### src/fsd_pkg.sv
// ---------------------------------------------------------------------------
// fsd_pkg
// shared constants and types of the floored signed divider
// ---------------------------------------------------------------------------
package fsd_pkg;

  // default operand width
  localparam int DATA_WIDTH = 32;

  // flags that travel with each operand pair down the pipeline
  typedef struct packed {
    logic div_zero;  // divisor was zero
    logic ovf;       // most negative divided by minus one
    logic neg_a;     // dividend negative
    logic differ;    // operand signs differ
  } fsd_flags_t;

endpackage

### src/fsd_fix.sv
// ---------------------------------------------------------------------------
// fsd_fix
// sign restore, floor correction, special cases and output register
// ---------------------------------------------------------------------------
module fsd_fix
  import fsd_pkg::*;
#(
  parameter int WIDTH = DATA_WIDTH,
  parameter int OUT_W = ((2 * WIDTH + 7) / 8) * 8
) (
  input  logic             clk,
  input  logic             rst,
  input  logic             in_valid,
  output logic             in_ready,
  input  logic [WIDTH-1:0] rem_in,
  input  logic [WIDTH-1:0] qs_in,
  input  logic [WIDTH-1:0] a_in,
  input  logic [WIDTH-1:0] b_in,
  input  fsd_flags_t       flags_in,
  output logic             m_tvalid,
  input  logic             m_tready,
  output logic [OUT_W-1:0] m_tdata,
  output logic [1:0]       m_tuser
);

  localparam logic [WIDTH-1:0] MOST_POS = {1'b0, {(WIDTH-1){1'b1}}};

  logic             floor_fix;
  logic [WIDTH-1:0] q_res;
  logic [WIDTH-1:0] r_res;
  logic [OUT_W-1:0] data_next;

  // floored result; when flooring, -q-1 is ~q and the remainder is one add
  always_comb begin
    floor_fix = flags_in.differ && (rem_in != '0);
    if (floor_fix) begin
      q_res = ~qs_in;
      r_res = flags_in.neg_a ? (b_in - rem_in) : (b_in + rem_in);
    end else begin
      q_res = flags_in.differ ? (~qs_in + 1'b1) : qs_in;
      r_res = flags_in.neg_a ? (~rem_in + 1'b1) : rem_in;
    end
    if (flags_in.div_zero) begin
      q_res = '0;
      r_res = a_in;
    end else if (flags_in.ovf) begin
      q_res = MOST_POS;
      r_res = '0;
    end
    data_next                = '0;
    data_next[WIDTH-1:0]     = q_res;
    data_next[2*WIDTH-1:WIDTH] = r_res;
  end

  assign in_ready = !m_tvalid || m_tready;

  // output register
  always_ff @(posedge clk) begin
    if (rst) begin
      m_tvalid <= 1'b0;
    end else if (in_ready) begin
      m_tvalid <= in_valid;
    end
    if (in_ready) begin
      m_tdata <= data_next;
      m_tuser <= {flags_in.ovf, flags_in.div_zero};
    end
  end

endmodule

### config.mk
export PLATFORM = sky130hd
export DESIGN_NAME = fsd_fix
export DESIGN_NICKNAME = d
export VERILOG_FILES = /design/src/fsd_pkg.sv /design/src/fsd_fix.sv
export SDC_FILE = /design/constraint.sdc
export NUM_CORES = 1
export LEC_CHECK = 0
export BUFFER_PORTS_ARGS = -buffer_cell sky130_fd_sc_hd__buf_2
export CORE_MARGIN = 2
export CORE_UTILIZATION = 25
export CTS_BUF_LIST = sky130_fd_sc_hd__clkbuf_16
export DETAILED_ROUTE_END_ITERATION = 10
export PLACE_DENSITY_LB_ADDON = 0.2
export SLEW_MARGIN = 20
export SYNTH_ARGS = -nofsm -noshare
export SYNTH_HDL_FRONTEND = slang
export SYNTH_SLANG_ARGS = --single-unit
### constraint.sdc
create_clock -name clk -period 7.4 [get_ports clk]
set_input_delay 0.37 -clock clk [delete_from_list [all_inputs] [get_ports clk]]
set_output_delay 0.37 -clock clk [all_outputs]
set_load 0.1 [all_outputs]
# Yosys cells after proc, flatten, opt, wreduce, memory -nomap -nowiden

Cells that the tools add are included.
W data, S select, Z words.

Flip-flop bits (word level): 67
Bits of input ports: 136
Logic and storage cells: 24

Add/sub/neg operators: 4
Multiplexer cells: 8
Bitwise operators: 2
Reduce and logical (&&, ||, !) cells: 5

Operators by type and width:

| kind                    | count |
|---|---|
| $mux W32                | 7 |
| $add A32 B1 Y32 const B | 2 |
| $not A32 Y32            | 2 |
| $add A32 B32 Y32        | 1 |
| $reduce_bool A32 Y1     | 1 |
| $sub A32 B32 Y32        | 1 |
| $mux W31                | 1 |
| $reduce_or A2 Y1        | 1 |
| $logic_and A1 B1 Y1     | 1 |
| $logic_not A1 Y1        | 1 |
| $logic_or A1 B1 Y1      | 1 |

# Logic depth before layout (Yosys ltp)

Word-level depth: 6
Mapped depth: 19

# Worst setup path after synthesis

OpenSTA, ideal clock, no wires.

Path type: input port to flip-flop
Start point: input rem_in[3]
End point: register m_tdata[63] (data pin)
Arrival: 4,382 ps
Path slack: 2,752 ps
Stages on the path: 16
Cell sequence: clkbuf_1 or4_1 buf_2 nor4_1 nand3_1 o31ai_1 xor2_1 ha_1 and2_1 a221oi_1 a2bb2oi_1 a2111o_1 and3_1 o31a_1 o21ai_0 or3b_1

Cells in the longest elaborated chain, start to end: 6

Ends and longest elaborated chain:

| what                 | line          | source |
|---|---|---|
| from (decl)          | fsd_fix.sv:15 | `input logic [WIDTH-1:0] rem_in,` |
| $not A32 Y32         | fsd_fix.sv:41 | `r_res = flags_in.neg_a ? (~rem_in + 1'b1) : rem_in;` |
| $add A32 B1 Y32      | fsd_fix.sv:41 |  |
| $mux W32             | fsd_fix.sv:41 |  |
| $mux W32 (*)         | fsd_fix.sv:36 | `if (floor_fix) begin` |
| $mux W32 (*)         | fsd_fix.sv:46 | `end else if (flags_in.ovf) begin` |
| $mux W32 (*)         | fsd_fix.sv:43 | `if (flags_in.div_zero) begin` |
| named net r_res[31]  | fsd_fix.sv:30 | `logic [WIDTH-1:0] r_res;` |
| to (signal assigned) | fsd_fix.sv:65 | `m_tdata <= data_next;` |
| to (decl)            | fsd_fix.sv:22 | `output logic [OUT_W-1:0] m_tdata,` |

The timed path passes the listed nets; every way through them passes the cells marked *.
A chain may end at the register's enable or synchronous reset.

# Final worst setup path

Start point: input rem_in[6]
End point: register m_tdata[63] (data pin)

The elaborated chain is that of the path after synthesis.

==> results by group <==
Outcome
  – Outcome: complete, no violations

CTS
  – TritonCTS clock tree: done
  – Clk Tree Root Cell: clkbuf_16
  – H-tree Lvls: 3
  – Post-CTS sizing: 0
  – Post-CTS setup buffers: 0
  – Num CTS Buffers: 9
  – Cts hold-fix bufs: 0
  – Clk_lat worst skew: 330 ps
  – CTS sink count: 67
  – CTS max path bufs: 2
  – CTS clk-pin slew, worst paths: 60 ps

Die
  – Core Box Area: approximately 0.026 mm^2
  – Site Rows: a little under 60
  – Die Span Y: around 170 um
  – # IOs: 204
  – Die Span X: 166 um
  – Initial Util: about a quarter
  – Die area: ~0.028 mm^2

STA
  – Period minus WS final: 5070 ps
  – FMAX: 0.197 GHz
  – Setup TNS: 0 ps
  – Relative slew slack: a little over a quarter
  – Final period utilization: approximately 69%
  – Final WS setup: approximately 2300 ps
  – RSZ-0062 raised after global routing: no
  – Hold slack: 184 ps
  – Clk_skew: 9.92 ps
  – Final Hold Vio Count: 0
  – Fin. max-slew vios: 0
  – Setup-failing EPs final: 0
  – Least-Margin Pin Slew: 1090 ps

Route
  – Post-route ant nets: 0
  – Avg Vias per Cell: 4.98
  – Routed wire length: 23,400 um
  – DRT Pass-1 Iters: 4
  – Post-route DRC violation count: 0
  – Iteration-0 DRC Markers: 486
  – Via Count: 6,462
  – WL/cell: 18.0 um

Synthesis
  – Gate Count Post-Synth: 780
  – Cell Area, Synth: 0.00658 mm^2
  – FF+latch count, synth: 67
  – Synth cell types: 67
  – Yosys warns: 0
  – Ys async rst share: 0%
  – Synth area leader: edfxtp_1
  – Largest cells by area after synthesis: edfxtp_1 30%, xor2_1 8.0%, ha_1 6.3%
  – Number of synthesized flops with an enable pin: 66
  – Share of the synthesized area in the top cell type: 30.1%
  – Top FF cell, synth: edfxtp_1
  – Avg Cell Area, Syn: 8.44 um^2
  – Register area share after synthesis: 30.4%
  – Syn_nets: 950

Critical path
  – CP cell instances: buf_2 -> or4_1 -> nor4_1 -> nand3_1 -> o31ai_1 -> xor2_1 -> ha_1 -> and2_1 -> a221oi_1 -> a2bb2oi_1 -> a2111o_1 -> and3_1 -> nor4_1 -> nor4_1 -> or3b_1
  – Arrival time worst endpoint: 5140 ps
  – CP max stage delay: approximately 790 ps
  – Setup slack, reg-to-reg: 5750 ps
  – Worst R2R Start: m_tvalid
  – Most frequent CP cell: nor4_1
  – CP Capture Type: flop
  – Worst path slowest cell: or4_1
  – Startpoint class of the critical path: primary input
  – Req. time, crit path: 7470 ps
  – Max FO, Critical Path: 9
  – CP startpoint: rem_in[6]
  – CP Class: in -> reg

Global route
  – Largest net degree at the start of global routing: 68
  – GRT overflow: 0
  – Initial antenna violation count: 2
  – GRT Total Usage: around 17%
  – Global-route wire length before repair: 36,100 um
  – Vias in the first global route: approximately 6,300

Cells and area
  – Sequential cell area: 0.00200 mm^2
  – Layout cells sized above 1: 25.9%
  – Fin nets: 1,126
  – FILL cells: 2,836
  – Combined area of the multi-input logic cells: 0.00434 mm^2
  – Non-filler instance count after layout: 1,298
  – Layout area overhead: 24.1%

Power and ir drop
  – Peak supply drop: about 0.10 mV
  – Total leakage power: between 3 and 4 nW
  – PwrDens: 203 mW/mm^2

Placement
  – Dpl hpwl: 18,400 um
  – Inst Count DP: 1,280
  – Pre-CTS setup slack: 2110 ps
  – Buffers on Ports: 203
  – Routability Congestion: 0.883

Worst hold path
  – Worst hold-check path type: in -> reg
  – HP Start: rst

Flow run
  – Number of max-cap violations: 0
==> synth_stat cells, types with 6 or more instances <==
library cell and n:
edfxtp_1 66, ha_1 33, nand3_1 18, nor2_1 58
a21oi_1 80, inv_1 17, clkbuf_1 40, nor4_1 8
xnor2_1 47, nand2b_1 15, o21ai_0 55, o31ai_1 12
nand2_1 77, a21o_1 21, or3_1 14, nand4_1 7
xor2_1 60, o21bai_1 7, nor3_1 17, o211ai_1 9
a31oi_1 12, or2_2 6
==> routing by layer <==
| layer | global-route usage (%) | share of wire, % | routed length, um |
|---|---|---|---|
| met5 | 0 | 0 | 0 |
| met4 | 5.06 | 2.3 | 542 |
| met3 | 2.26 | 4.3 | 1000 |
| met1 | 23.4 | 48 | 11300 |
| met2 | 26.2 | 45 | 10500 |
==> where the power goes <==
part	leakage, nW	switching, W	internal, W	total (W)
Sequential	0.723	0.00000890	0.000464	0.000473
Combinational	2.65	0.000582	0.000214	0.000796
Clock	0.135	0.000168	0.000223	0.000390
Total	3.51	0.000758	0.000901	0.00166
==> cell families (layout without fill, tap and decap cells) <==
group / after synthesis / after routing / share of synthesized area, %
AO/OA/AOI/OAI: 258 / 258 / 25.4
AND/OR/NAND/NOR: 248 / 248 / 19.2
XOR/XNOR: 107 / 107 / 14.2
flip-flops: 67 / 67 / 30.4
buffers and inverters: 63 / 244 / 3.74
adder cells (fa/ha/maj): 34 / 34 / 6.58
multiplexers: 3 / 3 / 0.475
other: 0 / 2 / 0
==> cell type report <==
type | instances | share of cell area, %
antenna | 2 | 0.0613
clock buffer | 9 | 2.76
clock inverter | 7 | 0.459
inverter | 17 | 0.781
multi-input combinational | 650 | 53.1
sequential | 67 | 24.5
tap | 335 | 5.13
timing repair buffer | 211 | 13.2
==> cells in the final DEF, fill, tap and decap left out, types with 5 or more instances in the layout <==
master / count
nand2b_1: 14
a21oi_1: 80
buf_2: 203
nand3_1: 18
o211ai_1: 9
and2_1: 5
or3_1: 14
a31oi_1: 12
nor3_1: 17
ha_1: 33
a211oi_1: 5
o21bai_1: 7
nor2_1: 58
o31ai_1: 12
buf_4: 8
a32oi_1: 5
o21a_1: 5
edfxtp_1: 66
o21ai_0: 55
inv_1: 19
nand4_1: 7
a21o_1: 21
or2_2: 6
nand2_1: 77
xnor2_1: 47
o41ai_1: 5
nor4_1: 8
xor2_1: 60
clkbuf_16: 9
==> sequential cells by signal (all words and copies together) (netlist names) <==
signal	flops
m_tuser	2
m_tvalid	1
m_tdata	64
==> worst paths after layout <==
check	to	cells past startpoint
worst min-delay path	m_tvalid	2
worst max-delay path	m_tdata[63]	15
worst min register to register	m_tvalid	2
worst max register to register	m_tdata[48]	2
==> critical path, delay by kind of cell <==
kind,cells,cell delay [ps]
XOR/XNOR,1,180
AO/OA/AOI/OAI,4,1200
AND/OR/NAND/NOR,8,2950
buffers and inverters,1,120
adder cells (fa/ha/maj),1,310
==> per-stage QoR <==
| stage | cell area (um^2) | total power [W] | util, % |
|---|---|---|---|
| floorplan | 6580 | 0.00109 | - |
| finish | 8170 | 0.00166 | 31.4 |
| global placement | 7900 | 0.00128 | 30.4 |
| global route | 8170 | 0.00175 | 31.4 |
| CTS | 8170 | 0.00168 | 31.4 |
| detailed placement | 7900 | 0.00128 | 30.4 |
(Power assumes the default switching activity.)
