$ cat src/fsd_pkg.sv
// ---------------------------------------------------------------------------
// fsd_pkg
// shared constants and types of the floored signed divider
// ---------------------------------------------------------------------------
package fsd_pkg;

  // default operand width
  localparam int DATA_WIDTH = 32;

  // flags that travel with each operand pair down the pipeline
  typedef struct packed {
    logic div_zero;  // divisor was zero
    logic ovf;       // most negative divided by minus one
    logic neg_a;     // dividend negative
    logic differ;    // operand signs differ
  } fsd_flags_t;

endpackage

$ cat src/fsd_prep.sv
// ---------------------------------------------------------------------------
// fsd_prep
// operand stage: magnitudes, sign flags and special case detection
// ---------------------------------------------------------------------------
module fsd_prep
  import fsd_pkg::*;
#(
  parameter int WIDTH = DATA_WIDTH
) (
  input  logic             clk,
  input  logic             rst,
  input  logic             in_valid,
  output logic             in_ready,
  input  logic [WIDTH-1:0] dividend,
  input  logic [WIDTH-1:0] divisor,
  output logic             out_valid,
  input  logic             out_ready,
  output logic [WIDTH-1:0] rem,
  output logic [WIDTH-1:0] qs,
  output logic [WIDTH-1:0] bm,
  output logic [WIDTH-1:0] a,
  output logic [WIDTH-1:0] b,
  output fsd_flags_t       flags
);

  localparam logic [WIDTH-1:0] MOST_NEG = {1'b1, {(WIDTH-1){1'b0}}};

  logic             neg_a;
  logic             neg_b;
  logic [WIDTH-1:0] am;
  logic [WIDTH-1:0] bmag;
  fsd_flags_t       flags_next;

  // magnitudes and flags
  always_comb begin
    neg_a               = dividend[WIDTH-1];
    neg_b               = divisor[WIDTH-1];
    am                  = neg_a ? (~dividend + 1'b1) : dividend;
    bmag                = neg_b ? (~divisor + 1'b1) : divisor;
    flags_next.div_zero = (divisor == '0);
    flags_next.ovf      = (dividend == MOST_NEG) && (divisor == '1);
    flags_next.neg_a    = neg_a;
    flags_next.differ   = neg_a ^ neg_b;
  end

  assign in_ready = !out_valid || out_ready;

  // stage register
  always_ff @(posedge clk) begin
    if (rst) begin
      out_valid <= 1'b0;
    end else if (in_ready) begin
      out_valid <= in_valid;
    end
    if (in_ready) begin
      rem   <= '0;
      qs    <= am;
      bm    <= bmag;
      a     <= dividend;
      b     <= divisor;
      flags <= flags_next;
    end
  end

endmodule

$ cat config.mk
export PLATFORM = sky130hd
export DESIGN_NAME = fsd_prep
export DESIGN_NICKNAME = d
export VERILOG_FILES = /design/src/fsd_pkg.sv /design/src/fsd_prep.sv
export SDC_FILE = /design/constraint.sdc
export NUM_CORES = 1
export LEC_CHECK = 0
export BUFFER_PORTS_ARGS = -buffer_cell sky130_fd_sc_hd__buf_4
export CELL_PAD_IN_SITES_DETAIL_PLACEMENT = 0
export CELL_PAD_IN_SITES_GLOBAL_PLACEMENT = 2
export CORE_UTILIZATION = 29
export CTS_BUF_LIST = sky130_fd_sc_hd__clkbuf_8
export DETAILED_ROUTE_END_ITERATION = 12
export GPL_TIMING_DRIVEN = 0
export PLACE_DENSITY = 0.88
export RECOVER_POWER = 25
export SLEW_MARGIN = 20
export SYNTH_ARGS = -nofsm -noshare
export SYNTH_HDL_FRONTEND = slang
export SYNTH_SLANG_ARGS = --single-unit
$ cat constraint.sdc
create_clock -name clk -period 4 [get_ports clk]
set_input_delay 0.2 -clock clk [delete_from_list [all_inputs] [get_ports clk]]
set_output_delay 0.2 -clock clk [all_outputs]
set_load 0.1 [all_outputs]
* Word-level counts from Yosys, hierarchy flattened
Cells that the tools add are included.
Widths: inputs -> output; s select.
** Storage, ports and cells
- Register bits :: 133
- Bits in latches :: 0
- Memory bits (writable) :: 0
- Bits in read-only memories :: 0
- Input bits :: 68
- Memories :: 0
** Operators by class
- $add $sub $neg :: 2
- Multiply operators :: 0
- Divide/modulo/power cells :: 0
- Magnitude comparators :: 0
- Eq/ne operators :: 2
- Shift operators :: 0
- Multiplexer cells :: 2
- Bitwise operators :: 3
- Reduce and logical (&&, ||, !) cells :: 4
** Operators with widths (number)
- $add 32x1->32 const B :: 2
- $eq 32x32->1 const B :: 2
- $not 32->32 :: 2
- $mux 31 :: 2
- $logic_not 32->1 :: 1
- $logic_and 1x1->1 :: 1
- $logic_not 1->1 :: 1
- $logic_or 1x1->1 :: 1
- $xor 1x1->1 :: 1

* Logic depth before layout (Yosys ltp)
- Depth in word-level cells :: 3
- Gate-level depth with buffers :: 6
- Gate-level depth less buffers :: 6

* Least setup slack after synthesis
OpenSTA, ideal clock, no wires.
- Path kind :: reg2reg
- Start point :: reg out_valid
- End point :: reg a[10] (enable)
- Setup time :: 1.354 ns
- Arrival time :: 3.961 ns
- Setup slack :: -1.315 ns
- Stages on the path, launching flop included :: 2
- Path buffers :: 0
- Clock period less this slack :: 5.315 ns
- Cells stage by stage :: dfxtp_1 nand2b_1
** Between the ends
- Longest elaborated chain between the ends :: 2
** Ends and longest elaborated chain
- start: declaration :: line fsd_prep.sv:16 : output logic out_valid,
- start signal: assignment :: line fsd_prep.sv:53 : out_valid <= in_valid;
- $logic_not 1->1 :: line fsd_prep.sv:46 : assign in_ready = !out_valid || out_ready;
- $logic_or 1x1->1 :: line fsd_prep.sv:46
- via in_ready :: line fsd_prep.sv:13 : output logic in_ready,
- end signal: assignment :: line fsd_prep.sv:59 : a <= dividend;
- end: declaration :: line fsd_prep.sv:21 : output logic [WIDTH-1:0] a,
The timed path passes the listed nets, and every way through them passes these cells.
A chain may end at the register's enable or synchronous reset.

* Final worst setup path
- Start point :: reg out_valid
- End point :: out in_ready
** Between the ends
- Longest elaborated chain between the ends :: 2
** Ends and longest elaborated chain (line)
- $logic_not 1->1 :: fsd_prep.sv:46
- $logic_or 1x1->1 :: fsd_prep.sv:46
- end: declaration :: fsd_prep.sv:13
Every way passes these cells.

==> report_table.html <==
<table>
<tr><th>Metric</th><th>Value</th></tr>
<tr><th colspan="2">Status</th></tr>
<tr><td>Outcome</td><td>complete, but fails checks</td></tr>
<tr><td>Violated checks</td><td>capacitance limit, slew limit</td></tr>
<tr><th colspan="2">CTS</th></tr>
<tr><td>Sinks on the clock net</td><td>130</td></tr>
<tr><td>Clock transition at the registers of the reported paths</td><td>0.08 ns</td></tr>
<tr><td>CTS H-Tree Depth</td><td>4</td></tr>
<tr><td>Clock tree from TritonCTS</td><td>built</td></tr>
<tr><td>Clock latency reported for the late side of the worst-skew pair</td><td>0.44 ns</td></tr>
<tr><td>Post-CTS setup repair buffer count</td><td>0</td></tr>
<tr><td>Buffers from clock root to sink, at most</td><td>2</td></tr>
<tr><td>Clock tree root driver cell</td><td>clkbuf_8</td></tr>
<tr><td>Clock buffers created by TritonCTS</td><td>17</td></tr>
<tr><th colspan="2">Detailed routing</th></tr>
<tr><td>Antenna Nets Post-Route</td><td>0</td></tr>
<tr><td>Via-to-Cell Ratio</td><td>roughly 4.5</td></tr>
<tr><td>Starting DRT DRC Count</td><td>160</td></tr>
<tr><td>WL/cell</td><td>~17 um</td></tr>
<tr><td>Routed Wire Length</td><td>between 15000 and 20000 um</td></tr>
<tr><td>Count of vias placed by the detailed router</td><td>4382</td></tr>
<tr><td>Total DRC errors in the routed layout</td><td>0</td></tr>
<tr><td>First-pass iteration count of the detailed router</td><td>4</td></tr>
<tr><th colspan="2">Yosys</th></tr>
<tr><td>Share of the synthesized area in the top cell type</td><td>0.6733</td></tr>
<tr><td>Most numerous cell in the Yosys netlist</td><td>edfxtp_1</td></tr>
<tr><td>Synth Cell Area</td><td>5753 um2</td></tr>
<tr><td>Count of yosys warnings during synthesis</td><td>0</td></tr>
<tr><td>Post-synthesis async set-or-reset flop share</td><td>0</td></tr>
<tr><td>Instance count of the mapped netlist</td><td>between 300 and 400</td></tr>
<tr><td>Number of distinct library cells after synthesis</td><td>36</td></tr>
<tr><td>Synthesized-area fraction occupied by adder cells</td><td>0.01087</td></tr>
<tr><td>Flip-flop and latch count after synthesis</td><td>130</td></tr>
<tr><td>Top cell types by occurrence after synthesis</td><td>edfxtp_1 (129), xnor2_1 (57), buf_4 (35)</td></tr>
<tr><td>Share of synthesized area spent on multiplexers</td><td>0</td></tr>
<tr><td>Mean area per synthesized cell</td><td>14.75 um2</td></tr>
<tr><td>Compound-Gate Fraction of Synth Area</td><td>0.06633</td></tr>
<tr><td>Number of flops mapped to enable cells by yosys</td><td>between 100 and 150</td></tr>
<tr><td>Main combinational cell family by area after synthesis</td><td>simple AND/OR/NAND/NOR gates</td></tr>
<tr><td>Area contributors post-synth</td><td>edfxtp_1 (67%), xnor2_1 (8.7%), buf_4 (4.6%)</td></tr>
<tr><td>Post-synth top flop</td><td>edfxtp_1</td></tr>
<tr><td>Synthesized-area fraction occupied by and/or/nand/nor cells</td><td>0.09787</td></tr>
<tr><td>Proportion of synthesized chip area in sequential cells</td><td>0.6768</td></tr>
<tr><td>XOR/XNOR Fraction of Synth Area</td><td>0.08982</td></tr>
<tr><td>Most area-hungry cell type in the Yosys netlist</td><td>edfxtp_1</td></tr>
<tr><th colspan="2">Floorplan</th></tr>
<tr><td>Number of I/O pins</td><td>around 230</td></tr>
<tr><td>Area enclosed by the die boundary</td><td>about 20000 um2</td></tr>
<tr><td>Vertical die dimension</td><td>between 100 and 150 um</td></tr>
<tr><td>Horiz. Die Dim</td><td>around 140 um</td></tr>
<tr><td>Starting utilization of the core area</td><td>0.2956</td></tr>
<tr><td>Number of rows created at floorplan</td><td>51</td></tr>
<tr><td>Placeable core region</td><td>~20000 um2</td></tr>
<tr><th colspan="2">Timing</th></tr>
<tr><td>Max Clock Skew</td><td>0.01133 ns</td></tr>
<tr><td>Highest clock frequency the design can meet</td><td>roughly 0.33 GHz</td></tr>
<tr><td>Unrepaired setup endpoints after global routing</td><td>false</td></tr>
<tr><td>Worst slew margin relative to its limit</td><td>-0.2656</td></tr>
<tr><td>Max Transition Viols Final</td><td>35</td></tr>
<tr><td>Measured slew at the worst slew-check pin</td><td>1.898 ns</td></tr>
<tr><td>Setup total negative slack</td><td>0 ns</td></tr>
<tr><td>Fin. Hold Viols</td><td>0</td></tr>
<tr><td>Setup violation total in the final timing report</td><td>0</td></tr>
<tr><td>Final min period</td><td>roughly 3.0 ns</td></tr>
<tr><td>Worst Hold Margin</td><td>about 0.19 ns</td></tr>
<tr><td>Share of the cycle needed by the critical path after routing</td><td>0.7464</td></tr>
<tr><th colspan="2">Setup path</th></tr>
<tr><td>CP Data Arrival Time</td><td>about 2.8 ns</td></tr>
<tr><td>Startpoint kind of the worst setup timing path</td><td>flop</td></tr>
<tr><td>Critical Path RT</td><td>3.80 ns</td></tr>
<tr><td>Worst setup EP type</td><td>output port</td></tr>
<tr><td>Crit-path max FO</td><td>62</td></tr>
<tr><td>Class of the most critical setup path</td><td>flop to output port</td></tr>
<tr><th colspan="2">Cells and area</th></tr>
<tr><td>Layout cells sized above 1</td><td>0.3008</td></tr>
<tr><td>Inserted Diodes</td><td>0</td></tr>
<tr><td>Net count, final</td><td>778</td></tr>
<tr><td>Non-filler cells in the finished layout</td><td>slightly below 1000</td></tr>
<tr><td>Area growth from synthesis to final layout</td><td>49.33%</td></tr>
<tr><th colspan="2">Worst hold path</th></tr>
<tr><td>Hold Path Class</td><td>input port to flop</td></tr>
<tr><th colspan="2">Place</th></tr>
<tr><td>Cell count after placement</td><td>around 900</td></tr>
<tr><td>HPWL Detailed</td><td>11870 um</td></tr>
<tr><td>Port buffer count</td><td>approximately 200</td></tr>
<tr><td>Final weighted congestion in routability-driven placement</td><td>roughly 0.76</td></tr>
<tr><th colspan="2">Global route</th></tr>
<tr><td>GRT Overall Usage</td><td>0.1650</td></tr>
<tr><td>First-pass GRT wire length</td><td>roughly 25000 um</td></tr>
<tr><td>Routing usage on met1</td><td>0.1945</td></tr>
<tr><td>Most congested layer reported by global routing</td><td>met2</td></tr>
<tr><td>Overflow left after global routing</td><td>0</td></tr>
<tr><td>Met3 Use GR</td><td>0.04393</td></tr>
<tr><td>Number of global-route vias before repair</td><td>approximately 4500</td></tr>
<tr><td>Number of antenna violations at the first check in global routing</td><td>0</td></tr>
<tr><td>M2 GR Usage</td><td>0.2848</td></tr>
<tr><td>Pin count of the biggest net entering global routing</td><td>63</td></tr>
<tr><th colspan="2">Run</th></tr>
<tr><td>Count of max-cap constraint violations</td><td>1</td></tr>
<tr><th colspan="2">Power and ir drop</th></tr>
<tr><td>Total power</td><td>~0.0045 W</td></tr>
<tr><td>Switch Pwr</td><td>between 0.0015 and 0.002 W</td></tr>
<tr><td>Worst IR Drop VDD</td><td>between 150 and 200 uV</td></tr>
<tr><td>Internal</td><td>approximately 0.0027 W</td></tr>
<tr><td>Pwr per Cell Area</td><td>between 500 and 600 nW/um2</td></tr>
<tr><td>Part of the total power dissipated in sequential elements</td><td>0.374</td></tr>
<tr><td>Clock network fraction of design power</td><td>0.289</td></tr>
<tr><td>Comb power frac</td><td>0.337</td></tr>
<tr><td>Sw frac</td><td>0.4050</td></tr>
<tr><td>Standby leakage power</td><td>3.283 nW</td></tr>
</table>
## layer usage
metal	vias up	routed length, um
met3	26	1246
li1	2066	-
met4	0	333
met2	218	8139
met5	-	0
met1	2072	6921
## critical path: stages (launching register included)
cell and delay [ns]:
dfxtp_1 0.32, nand2b_1 1.29, buf_16 0.36, buf_4 0.36
## cells in the final DEF (no fill, tap or decap), drive strengths merged
master,instances
dlygate4sd3,62
edfxtp,129
bufinv,5
nor2,2
a21oi,1
or3b,1
inv,9
nand4bb,1
buf,175
clkinvlp,3
clkbuf,91
nor2b,2
xor2,2
nor4b,1
nand2,19
nand3,5
or2,2
a31oi,1
ha,5
nand4,9
nand2b,7
o21ai,14
dfxtp,1
xnor2,57
nor3,3
or4,10
clkinv,5
conb,32
nand4b,2
nor3b,1
o41ai,12
o31ai,22
nor4,15
or3,10
nand3b,2
## area by class of cell
type                    instances  area (um2)
clock inverters                15       215.2
repair buffers                265        1941
plain buffers                  46       305.3
clock buffers                  17       234.0
inverters                       7       26.28
multi-input cells             238        1644
flip-flops and latches        130        3894
well taps                     265       331.6
fillers                      1850       10870
## power by group through the flow
stage / sequential (W) / clock, W / combinational [W]
floorplan: 0.00258 / 0 / 0.000291
global placement: 0.00171 / 0 / 0.00148
detailed placement: 0.00171 / 0 / 0.00149
CTS: 0.00168 / 0.00133 / 0.00154
global route: 0.00169 / 0.00138 / 0.00156
finish: 0.00168 / 0.00129 / 0.00151
## cell families after synthesis
kind of cell	after synthesis
compound gates	50
other cells	1
buf+inv	53
xor+xnor	59
flops	130
simple gates	92
fa+ha+maj	5
## final timing paths
path | startpoint | slack, ns | endpoint | cells after the start
worst max-delay path | out_valid | 1.01 | in_ready | 3
worst min register to register | out_valid | 1.76 | qs[0] | 1
worst max register to register | out_valid | 1.49 | out_valid | 3
worst min-delay path | divisor[6] | 0.19 | b[6] | 1
## metrics by stage
stage	util	area (um2)	worst slack [ns]
final	0.4414	8591	1.014
after global routing	0.4414	8591	0.7477
after CTS	0.4539	8835	1.263
after detailed placement	0.3990	7765	1.368
after global placement	0.3963	7712	0.6514
after floorplan	-	5872	0.4402
## state kept, by name, indices dropped and copies added (netlist names)
name / flops
bm: 32
flags: 3
out_valid: 1
b: 31
a: 31
qs: 32
## timing repair
action	CTS	global route
hold endpoints to repair	61	0
hold buffers	62	0
gates resized for setup	0	0
Note: power is estimated with default switching activity, not from simulation.
