## src/fsd_pkg.sv

```systemverilog
// ---------------------------------------------------------------------------
// fsd_pkg
// shared constants and types of the floored signed divider
// ---------------------------------------------------------------------------
package fsd_pkg;

  // default operand width
  localparam int DATA_WIDTH = 32;

  // flags that travel with each operand pair down the pipeline
  typedef struct packed {
    logic div_zero;  // divisor was zero
    logic ovf;       // most negative divided by minus one
    logic neg_a;     // dividend negative
    logic differ;    // operand signs differ
  } fsd_flags_t;

endpackage

```

## src/fsd_step.sv

```systemverilog
// ---------------------------------------------------------------------------
// fsd_step
// one restoring division stage: one quotient bit per stage
// ---------------------------------------------------------------------------
module fsd_step
  import fsd_pkg::*;
#(
  parameter int WIDTH = DATA_WIDTH
) (
  input  logic             clk,
  input  logic             rst,
  input  logic             in_valid,
  output logic             in_ready,
  input  logic [WIDTH-1:0] rem_in,
  input  logic [WIDTH-1:0] qs_in,
  input  logic [WIDTH-1:0] bm_in,
  input  logic [WIDTH-1:0] a_in,
  input  logic [WIDTH-1:0] b_in,
  input  fsd_flags_t       flags_in,
  output logic             out_valid,
  input  logic             out_ready,
  output logic [WIDTH-1:0] rem,
  output logic [WIDTH-1:0] qs,
  output logic [WIDTH-1:0] bm,
  output logic [WIDTH-1:0] a,
  output logic [WIDTH-1:0] b,
  output fsd_flags_t       flags
);

  logic [WIDTH-1:0] shifted;
  logic [WIDTH:0]   trial;
  logic             fits;
  logic [WIDTH-1:0] rem_next;

  // partial remainder stays below the divisor, so its top bit is free
  always_comb begin
    shifted  = {rem_in[WIDTH-2:0], qs_in[WIDTH-1]};
    trial    = {1'b0, shifted} - {1'b0, bm_in};
    fits     = !trial[WIDTH];
    rem_next = fits ? trial[WIDTH-1:0] : shifted;
  end

  assign in_ready = !out_valid || out_ready;

  // stage register
  always_ff @(posedge clk) begin
    if (rst) begin
      out_valid <= 1'b0;
    end else if (in_ready) begin
      out_valid <= in_valid;
    end
    if (in_ready) begin
      rem   <= rem_next;
      qs    <= {qs_in[WIDTH-2:0], fits};
      bm    <= bm_in;
      a     <= a_in;
      b     <= b_in;
      flags <= flags_in;
    end
  end

endmodule

```

## config.mk

```make
export PLATFORM = sky130hd
export DESIGN_NAME = fsd_step
export DESIGN_NICKNAME = d
export VERILOG_FILES = /design/src/fsd_pkg.sv /design/src/fsd_step.sv
export SDC_FILE = /design/constraint.sdc
export NUM_CORES = 1
export LEC_CHECK = 0
export BUFFER_PORTS_ARGS = -buffer_cell sky130_fd_sc_hd__buf_2
export CAP_MARGIN = 5
export CORE_MARGIN = 3
export CORE_UTILIZATION = 25
export CTS_CLUSTER_SIZE = 30
export DETAILED_ROUTE_END_ITERATION = 10
export PLACE_DENSITY_LB_ADDON = 0.12
export SLEW_MARGIN = 25
export SYNTH_ARGS = -nofsm -noshare
export SYNTH_HDL_FRONTEND = slang
export SYNTH_SLANG_ARGS = --single-unit
```

## constraint.sdc

```tcl
create_clock -name clk -period 6.1 [get_ports clk]
set_clock_uncertainty 0.2 [all_clocks]
set_input_delay 0.61 -clock clk [delete_from_list [all_inputs] [get_ports clk]]
set_output_delay 0.61 -clock clk [all_outputs]
set_load 0.05 [all_outputs]
```

==> Word-level counts from Yosys, hierarchy flattened <==
Index checks and enable logic that the tools add are counted.
{ "word_totals": {"register_bits": 165, "inputBits": 168, "output_inout_bits": 166, "elab_cells": 15} }
{ "op_classes": {"addsub": 1, "mux": 1, "n_reduce_logical": 3} }
{ "ops": {"columns": ["cell", "n"], "rows": [
  ["32-bit by 32-bit subtractor with 33-bit output", 1],
  ["32-bit two-way mux", 1],
  ["1-bit logical NOT", 2],
  ["1-bit logical OR", 1]
]} }

==> Depth between registers and ports, before layout <==
Gate-level depths: netlist of run 1.
{ "logic_depth": {"depth_word": 2, "mapped_depth": 13, "depth_no_buf": 12} }

==> Least setup slack after synthesis of run 1 <==
Ideal clock, no wire load.
{ "synth_timing": {"path_type": "input to output", "start": "input port out_ready", "end": "output port in_ready", "t_arrival_ps": 4920, "t_required_ps": 5290, "setup_slack_ps": 370, "stages": 1, "n_path_buf": 0, "path_cell_list": "nand2b_1"} }
{ "synth_via": {"elab_chain_cells": 1} }
{ "synth_rtl": {"columns": ["item", "line", "source"], "rows": [
  ["start: declaration", "fsd_step.sv:21", "input logic out_ready,"],
  ["1-bit logical OR", "fsd_step.sv:43", "assign in_ready = !out_valid || out_ready;"],
  ["end: declaration", "fsd_step.sv:13", "output logic in_ready,"]
]} }
Every way passes these cells.

==> Worst setup path in the final report of run 1 <==
{ "layout_timing": {"start": "input port qs_in[31]", "end": "register rem[15], data pin"} }
{ "layout_via": {"elab_chain_cells": 2} }
{ "layout_rtl": {"columns": ["item", "line", "source"], "rows": [
  ["start: declaration", "fsd_step.sv:15", "input logic [WIDTH-1:0] qs_in,"],
  ["32-bit by 32-bit subtractor with 33-bit output", "fsd_step.sv:38", "trial = {1'b0, shifted} - {1'b0, bm_in};"],
  ["32-bit two-way mux", "fsd_step.sv:40", "rem_next = fits ? trial[WIDTH-1:0] : shifted;"],
  ["net rem_next[15]", "fsd_step.sv:33", "logic [WIDTH-1:0] rem_next;"],
  ["end signal: assignment", "fsd_step.sv:53", "rem <= rem_next;"],
  ["end: declaration", "fsd_step.sv:22", "output logic [WIDTH-1:0] rem,"]
]} }
The timed path passes the listed nets, and every way through them passes these cells.
A chain may end at the register's enable or synchronous reset.

==> out/qor.txt, run 1 <==
Status: finished, final reports clean
Reg2Reg Setup Slack: 3.69 ns
Clock buffer depth: 2
H-tree Lvls: 4
Initial antenna violation count: 6
Worst Path Arrival: 3.96 ns
Crit-path slowest cell: fa_1
Via count: 5169
Synth top area share: 69.4%
Setup_tns: 0 ns
Detailed Route Iter0 Violations: 202
Worst-margin pin slew: 0.939 ns
IO buf count: 332
Net Count, Synth: 695
Overall Global Routing Usage: 13.4%
Pre-CTS setup slack: 1.63 ns
Setup slack after layout: 2.12 ns
Area growth from synthesis to layout: 38.5%
Register area: 4940 um2
First-pass GRT wire length: 31100 um
Post-route ant nets: 0
Worst path required time: 6.08 ns
Final Instance Area: 9830 um2
Syn Area/Cell: 14.4 um2
Critical path class: in -> reg
Slew HR: 37.4%
Achievable frequency: 251 MHz
Final Max Slew Viols: 0
TritonCTS buffer count: 17
CTS sink cnt: 165
R2R depth: 3
Setup crit end kind: flip-flop
Core Box Area: 27900 um2
Ports: 334
Largest net degree at the start of global routing: 70
Post-layout util: 35.3%
Worst path top cell family by delay: compound AO/OA/AOI/OAI gates
Placement Cell Area: 9200 um2
Crit path depth: 13
CTS tree: done
Mapped cell area: 7100 um2
Sequential area share after synthesis: 69.7%
Peak supply drop: 0.176 mV
Worst Path Buf+Inv: 3
CP startpoint: qs_in[31]
Synth cell types: 45
Clock-pin slew on the worst setup and hold paths: 0.07 ns
DR WL/cell: 16.9 um
DP HPWL: 15900 um
Worst setup endpoint: rem[15]
Top FF cell, synth: edfxtp_1
Tmin final: 3.98 ns
Row count: 61
Max-cap violations: 0
Die extent in y: 175 um
Max incr delay on CP: 0.41 ns
Hold Crit Class: in -> reg
Synth warnings: 0
Starting density of the core: 25.5%
Grt total ovfl: 0
Final cycle utilization of the critical path: 65.3%
Critical path, cell by cell: buf_2 -> inv_1 -> ha_1 -> fa_1 -> nand2b_1 -> a21oi_2 -> o2111ai_1 -> and2_1 -> o31a_1 -> o21a_1 -> o31ai_4 -> buf_4 -> mux2_2
Power density over the cells: 335 nW/um2
RSZ-0062 raised after global routing: false
Resized cells post-CTS: 0
Leakage: 4.38 nW
DR vias/cell: 4.20
Final Setup Violations: 0
Cts hold-fix bufs: 0
# fillers: 2845
Ranking of synthesized cells by area: edfxtp_1 (69%), ha_1 (5.6%), a21oi_1 (3.5%)
Hold Vio Cnt, Final: 0
Clock latency on the worst-skew pair: 0.42 ns
Synth async-reset ratio: 0%
GP Congestion: 0.739
Post-CTS setup buffers: 0
Width of the die: 175 um
Die area: 30500 um2
Register bit count reported by yosys: 165
Multi-input gate area: 1930 um2
Post-synth EDFFs: 164
Startpoint Class: input port
Synth Instances: 494
R2r endpoint: bm[1]
Clock root buffer: clkbuf_16
Cell taking the most area after synthesis: edfxtp_1
Final Net Count: 1040
Tot Pwr: 3.30 mW
First-pass DRT Iterations: 5
Drt total wl: 20800 um
Residual DRC: 0
CP max FO: 33
Fraction of layout cells with a size suffix above 1: 44.5%
RR Startpoint: out_valid
Vias in the first global route: 5176
-- how the worst min path moves through the flow --
stage / start / endpoint / slack (ns) / cells past startpoint
2_1_floorplan: rst / out_valid / 0.48 / 1
3_3_place_gp: rst / out_valid / 0.57 / 2
3_5_place_dp: rst / out_valid / 0.57 / 2
4_1_cts: rst / out_valid / 0.11 / 2
5_1_grt: rst / out_valid / 0.12 / 2
6_report: rst / out_valid / 0.13 / 2
-- worst register-to-register path: stages, from the launching register on --
cell      delay, ns
dfxtp_1        0.34
nand2b_4       0.13
buf_4          0.70
buf_4          0.67
-- flip-flops by register name (all words and copies together), names as in the netlist --
signal     cells
qs            32
a             32
out_valid      1
b             32
bm            32
rem           32
flags          4
-- where the power goes --
part / total, mW / switching (mW) / internal, mW
combinational: 0.786 / 0.578 / 0.209
sequential: 1.38 / 0.0207 / 1.36
clock: 1.13 / 0.561 / 0.565
total: 3.30 / 1.16 / 2.14
-- layout make-up --
cell class | instances | share of cell area [%]
timing repair buffer | 337 | 17.3
inverter | 42 | 1.60
tap | 378 | 4.81
clock inverter | 15 | 2.01
sequential | 165 | 50.3
multi-input combinational | 276 | 19.6
antenna | 2 | 0.0509
clock buffer | 17 | 4.33
-- cells in the mapped netlist (3+ instances only) --
cell and instances:
edfxtp_1 164, a21oi_1 50, inv_1 42, nor2_1 35
ha_1 32, nand2_1 22, xnor2_1 20, a21o_1 14
o21ai_0 12, xor2_1 9, o21a_1 8, nand2b_1 7
mux2_2 6, nand3_1 6, mux2_1 5, nand4_1 5
a31oi_1 4, and2_1 4, clkbuf_1 4, nor3_1 4
a211oi_1 3, buf_6 3, o211ai_1 3, o31a_1 3
-- cell usage in the layout, fill, tap and decap left out, types with 6 or more instances in the layout --
cell type and n:
nor2_1 35, nand2_1 22, a21o_1 14, clkinv_8 6, xor2_1 9, edfxtp_1 164
buf_2 332, ha_1 32, inv_1 42, o21ai_0 12, clkbuf_16 17, xnor2_1 20
nand2b_1 6, mux2_2 6, nand3_1 6, a21oi_1 50, o21a_1 8
-- routing by layer --
metal	part of all wire [%]	GRT usage, %	routed length [um]	up-vias
met1	42	16.1	8670	2407
met2	48	22.4	10000	211
li1	-	-	-	2527
met5	0.20	0	41	-
met3	8.9	4.87	1850	18
met4	1.0	4.16	211	6
-- stage by stage --
| stage | hold WS [ns] | instances |
|---|---|---|
| 2_1_floorplan | 0.479 | 494 |
| 3_5_place_dp | 0.569 | 1198 |
| 5_1_grt | 0.117 | 1232 |
| 6_report | 0.130 | 1232 |
| 3_3_place_gp | 0.567 | 1198 |
| 4_1_cts | 0.111 | 1230 |
-- kinds of logic after synthesis --
logic type | after synthesis | synth area share (%)
compound gates | 113 | 10.1
xor+xnor | 29 | 3.58
fa+ha+maj | 33 | 5.92
buf+inv | 53 | 3.26
flops | 165 | 69.7
mux | 11 | 1.74
simple gates | 90 | 5.76
No activity file was read; power rests on OpenSTA's default activity.
==> run 2, diff against run 1 <==
==> constraint.sdc (replaced) <==
create_clock -name clk -period 3.7 [get_ports clk]
set_clock_uncertainty 0.2 [all_clocks]
set_input_delay 0.37 -clock clk [delete_from_list [all_inputs] [get_ports clk]]
set_output_delay 0.37 -clock clk [all_outputs]
set_load 0.05 [all_outputs]
==> run 2 against run 1 <==
Cell count grew 12%. First-iteration DRC count grew 4.5%. Clock power grew 61%. Power grew 69%. Die area is the same. Hold slack lost 0.077 ns. Register-to-register slack lost 1.8 ns. Core utilization grew 5.4 points. Global-route usage grew 1.0 points. Critical endpoint is now rem[28]. Highest routed layer is now met4.
==> out/qor.txt, run 2 (synthesized netlist as in run 1, its figures left out) <==
Status: finished, final reports clean
Hold Crit Class: in -> reg
Die area: 30500 um2
Commonest non-fill, non-tap cell in the layout: buf_2
Startpoint Class: input port
Clock root buffer: clkbuf_16
H-tree Lvls: 4
CTS sink cnt: 165
Clock buffer depth: 2
DP HPWL: 16400 um
Detailed Route Iter0 Violations: 211
Achievable frequency: 287 MHz
Residual DRC: 0
RR Startpoint: out_valid
First-pass GRT wire length: 34200 um
Ports: 334
Via count: 5694
Slew HR: 66.3%
Drt total wl: 22000 um
Width of the die: 175 um
Hold Path End: rem[24]
Hold Vio Cnt, Final: 0
Most frequent cells in the layout: buf_2 (332), edfxtp_1 (164), dlygate4sd3_1 (133), a21oi_1 (50), inv_1 (42)
Sequential Power Share: 41.1%
Peak supply drop: 0.310 mV
Largest net degree at the start of global routing: 61
Reg2Reg Setup Slack: 1.93 ns
Die extent in y: 175 um
Max-cap violations: 0
Leakage: 5.03 nW
Worst hold margin: 0.0534 ns
Worst-margin pin slew: 0.506 ns
Final Max Slew Viols: 0
Switching Fraction: 34.6%
Clock latency on the worst-skew pair: 0.41 ns
WHS Path Cells: 2
R2r endpoint: out_valid
DR WL/cell: 15.9 um
Setup crit end kind: flip-flop
Fraction of layout cells with a size suffix above 1: 40.0%
RSZ-0062 raised after global routing: false
Clock power frac: 32.8%
Core Box Area: 27900 um2
Clock-pin slew on the worst setup and hold paths: 0.08 ns
Tmin final: 3.48 ns
Final Setup Violations: 0
Power density over the cells: 490 nW/um2
DR vias/cell: 4.12
Internal power: 3.63 mW
CTS tree: done
Placement Cell Area: 9360 um2
R2R depth: 3
Final Net Count: 1191
NetSw: 1.93 mW
Worst path required time: 3.67 ns
Row count: 61
Initial antenna violation count: 2
Grt total ovfl: 0
Setup_tns: 0 ns
GP Congestion: 0.743
Area growth from synthesis to layout: 59.8%
Final Instance Area: 11300 um2
Critical path class: in -> reg
Worst Path Arrival: 3.45 ns
HP Start: rem_in[23]
First-pass DRT Iterations: 4
Vias in the first global route: 6013
Starting density of the core: 25.5%
TritonCTS buffer count: 17
CP max FO: 5
Final cycle utilization of the critical path: 94.2%
# fillers: 2713
Post-route ant nets: 0
IO buf count: 332
Overall Global Routing Usage: 14.4%
Comb power frac: 26.2%
==> run 2: cell types whose count changed in the layout (fill, tap and decap cells not counted), moves of 2 or more <==
cell           change
dlygate4sd3_1    +133
buf_4             +14
and2_1             -2
and2_4             +2
buf_12             +2
buf_6              +2
inv_12             -2
==> run 2: critical path: stages <==
cell and delay, ns:
dlygate4sd3_1 0.52, buf_2 0.10, inv_1 0.04, ha_1 0.33
a21o_1 0.20, or2_2 0.31, o2111ai_1 0.26, and2_4 0.22
o31a_1 0.17, o21a_1 0.20, buf_4 0.15, o221ai_1 0.13
xor2_1 0.17, mux2_1 0.29
==> run 2: routing by layer <==
metal	up-vias	part of all wire, %	global-route usage (%)
met5	-	0	0
met4	0	1.2	4.02
met3	15	7.2	4.33
met2	204	50	24.9
met1	2639	42	17.5
li1	2836	-	-
==> run 2: power by group through the flow <==
stage	registers (mW)	logic [mW]	clock network, mW
after floorplan	2.93	0.361	0
after global placement	2.33	1.35	0
after detailed placement	2.33	1.35	0
after CTS	2.29	1.47	1.89
after global routing	2.30	1.56	1.96
final	2.28	1.45	1.82
==> run 2: final cells by class <==
| cell class | count | area (um2) | share of cell area [%] |
|---|---|---|---|
| Sequential cell | 165 | 4940 | 43.6 |
| Timing Repair Buffer | 488 | 3200 | 28.2 |
| Multi-Input combinational cell | 276 | 1950 | 17.2 |
| Tap cell | 378 | 473 | 4.17 |
| Clock buffer | 17 | 425 | 3.75 |
| Clock inverter | 15 | 183 | 1.61 |
| Inverter | 42 | 158 | 1.39 |
| Antenna cell | 2 | 5.00 | 0.0441 |
==> run 2: timing repair <==
action | in CTS | in global routing
endpoints found under the setup margin | 0 | 26
setup buffers | 0 | 1
resized for setup | 0 | 6
hold buffers | 133 | 0
endpoints found under the hold margin | 132 | 0
==> run 2: how the worst max path moves through the flow <==
stage                   start       to  cells after the start
detailed placement  qs_in[31]  rem[15]                     13
floorplan           qs_in[31]  rem[20]                     12
CTS                  bm_in[3]  rem[15]                     13
finish               bm_in[7]  rem[28]                     14
global route         bm_in[7]  rem[28]                     14
global placement    qs_in[31]   rem[9]                     13
==> run 2: through the flow <==
| step | setup slack (ns) | power [mW] | utilization (%) | cells |
|---|---|---|---|---|
| 2_1_floorplan | 0.0867 | 3.29 | - | 494 |
| 3_3_place_gp | -0.130 | 3.67 | 33.6 | 1215 |
| 3_5_place_dp | -0.183 | 3.67 | 33.6 | 1215 |
| 4_1_cts | 0.0760 | 5.64 | 40.5 | 1380 |
| 5_1_grt | 0.0134 | 5.82 | 40.7 | 1383 |
| 6_report | 0.216 | 5.56 | 40.7 | 1383 |
==> run 3, diff against run 2 <==
--- a/config.mk
+++ b/config.mk
@@ -12,6 +12,7 @@
 export CTS_CLUSTER_SIZE = 30
 export DETAILED_ROUTE_END_ITERATION = 10
 export PLACE_DENSITY_LB_ADDON = 0.12
+export RECOVER_POWER = 50
 export SLEW_MARGIN = 25
 export SYNTH_ARGS = -nofsm -noshare
 export SYNTH_HDL_FRONTEND = slang
==> run 3 against run 2 <==
The flow now finishes with violations (max-capacitance violations, max-slew violations). Cell count stayed put. Power is 0.46% lower. Worst setup slack better by 0.0071 ns. Via count is 0.21% lower. Non-clock buffer count stayed put. Clock-buffer cell count stayed put.
==> out/qor.txt, run 3 (synthesized netlist as in run 1, its figures left out) <==
TritonCTS buffer count: 17
Die area: 30500 um2
Via count: 5682
First-pass GRT wire length: 34200 um
Startpoint Class: input port
Clock buffer depth: 2
Slew HR: -15.9%
Register area: 4940 um2
Setup_tns: 0 ns
CP max FO: 5
DR vias/cell: 4.11
Most frequent cells in the layout: buf_2 (220), edfxtp_1 (164), dlygate4sd3_1 (133), clkbuf_1 (111), a21oi_1 (50)
Peak supply drop: 0.304 mV
Max incr delay on CP: 0.52 ns
Clock-pin slew on the worst setup and hold paths: 0.08 ns
Hold Crit Class: in -> reg
Vias in the first global route: 6013
IO buf count: 332
Final Net Count: 1191
Leakage: 4.72 nW
DP HPWL: 16400 um
GP Congestion: 0.743
H-tree Lvls: 4
CTS sink cnt: 165
Placement Cell Area: 9360 um2
Critical path class: in -> reg
Max-cap violations: 1
Post-route ant nets: 0
Crit-path slowest cell: dlygate4sd3_1
RSZ-0062 raised after global routing: false
Final Instance Area: 11200 um2
Commonest non-fill, non-tap cell in the layout: buf_2
Drt total wl: 22100 um
Violated checks: max-capacitance violations, max-slew violations
Clock latency on the worst-skew pair: 0.41 ns
Final cycle utilization of the critical path: 94.0%
# fillers: 2747
Hold Vio Cnt, Final: 0
Core Box Area: 27900 um2
Width of the die: 175 um
Largest net degree at the start of global routing: 61
Grt total ovfl: 0
First-pass DRT Iterations: 6
Detailed Route Iter0 Violations: 222
CTS tree: done
Worst Path Arrival: 3.45 ns
Overall Global Routing Usage: 14.4%
Initial antenna violation count: 2
Setup crit end kind: flip-flop
DR WL/cell: 16.0 um
Clock root buffer: clkbuf_16
Fraction of layout cells with a size suffix above 1: 28.7%
Power density over the cells: 494 nW/um2
Reg2Reg Setup Slack: 1.06 ns
Tmin final: 3.48 ns
Area growth from synthesis to layout: 57.7%
Residual DRC: 0
Critical path, cell by cell: dlygate4sd3_1 -> buf_2 -> inv_1 -> ha_1 -> a21o_1 -> or2_2 -> o2111ai_1 -> and2_4 -> o31a_1 -> o21a_1 -> buf_4 -> o221ai_1 -> xor2_1 -> mux2_1
Worst path required time: 3.67 ns
Worst-margin pin slew: 1.74 ns
Starting density of the core: 25.5%
Final Max Slew Viols: 32
Multi-input gate area: 1950 um2
Row count: 61
Ports: 334
Die extent in y: 175 um
Achievable frequency: 288 MHz
Status: complete, but fails checks
Final Setup Violations: 0
-- run 3: cell count changes in the layout (fill, tap and decap cells not counted), sizes merged --
cell,previous run,this run
clkbuf,17,128
buf,355,244
-- run 3: report_power, final --
group	internal [mW]	total [mW]	switching [mW]
Sequential	2.25	2.29	0.0389
Clock	0.917	1.82	0.901
Combinational	0.442	1.43	0.985
-- run 3: worst max-delay path: cells and delay by family --
family,cells,cell delay (ns)
buffers and inverters,4,0.82
AOI/OAI and AO/OA,5,0.96
adders and majority gates,1,0.33
xor gates and xnor gates,1,0.17
and+or+nand+nor,2,0.52
muxes,1,0.29
-- run 3: timing repair --
action	CTS	global route
endpoints found under the hold margin	132	0
hold buffers	133	0
gates resized for setup	0	6
setup endpoints to repair	0	26
buffers inserted	0	1
-- run 3: layout make-up --
class	count	share of cell area [%]
sequential	165	44.2
clock inverter	15	1.63
timing repair buffer	488	27.3
clock buffer	17	3.80
antenna	2	0.0447
tap	378	4.23
inverter	42	1.41
multi-input combinational	276	17.4
-- run 3: path summary, 6_finish.rpt --
kind                            depth (start not counted)        from  endpoint
worst max-delay path                                   14    bm_in[7]   rem[28]
worst min-delay path                                    2  rem_in[23]   rem[24]
worst max register to register                          2   out_valid  flags[1]
worst min register to register                          1   out_valid      b[0]
-- run 3: layer usage --
| metal | GRT usage, % | share of wire (%) | up-vias |
|---|---|---|---|
| li1 | - | - | 2838 |
| met1 | 17.5 | 42 | 2622 |
| met2 | 24.9 | 49 | 206 |
| met3 | 4.33 | 7.2 | 16 |
| met4 | 4.02 | 1.2 | 0 |
| met5 | 0 | 0 | - |
-- run 3: per-stage QoR --
stage | hold slack, ns | instances | util, % | setup slack [ns] | power (mW)
detailed placement | 0.328 | 1215 | 33.6 | -0.183 | 3.67
floorplan | 0.239 | 494 | - | 0.0867 | 3.29
finish | 0.0530 | 1383 | 40.2 | 0.223 | 5.53
global route | 0.0377 | 1383 | 40.2 | 0.0134 | 5.80
global placement | 0.327 | 1215 | 33.6 | -0.130 | 3.67
CTS | 0.0316 | 1380 | 40.5 | 0.0760 | 5.64
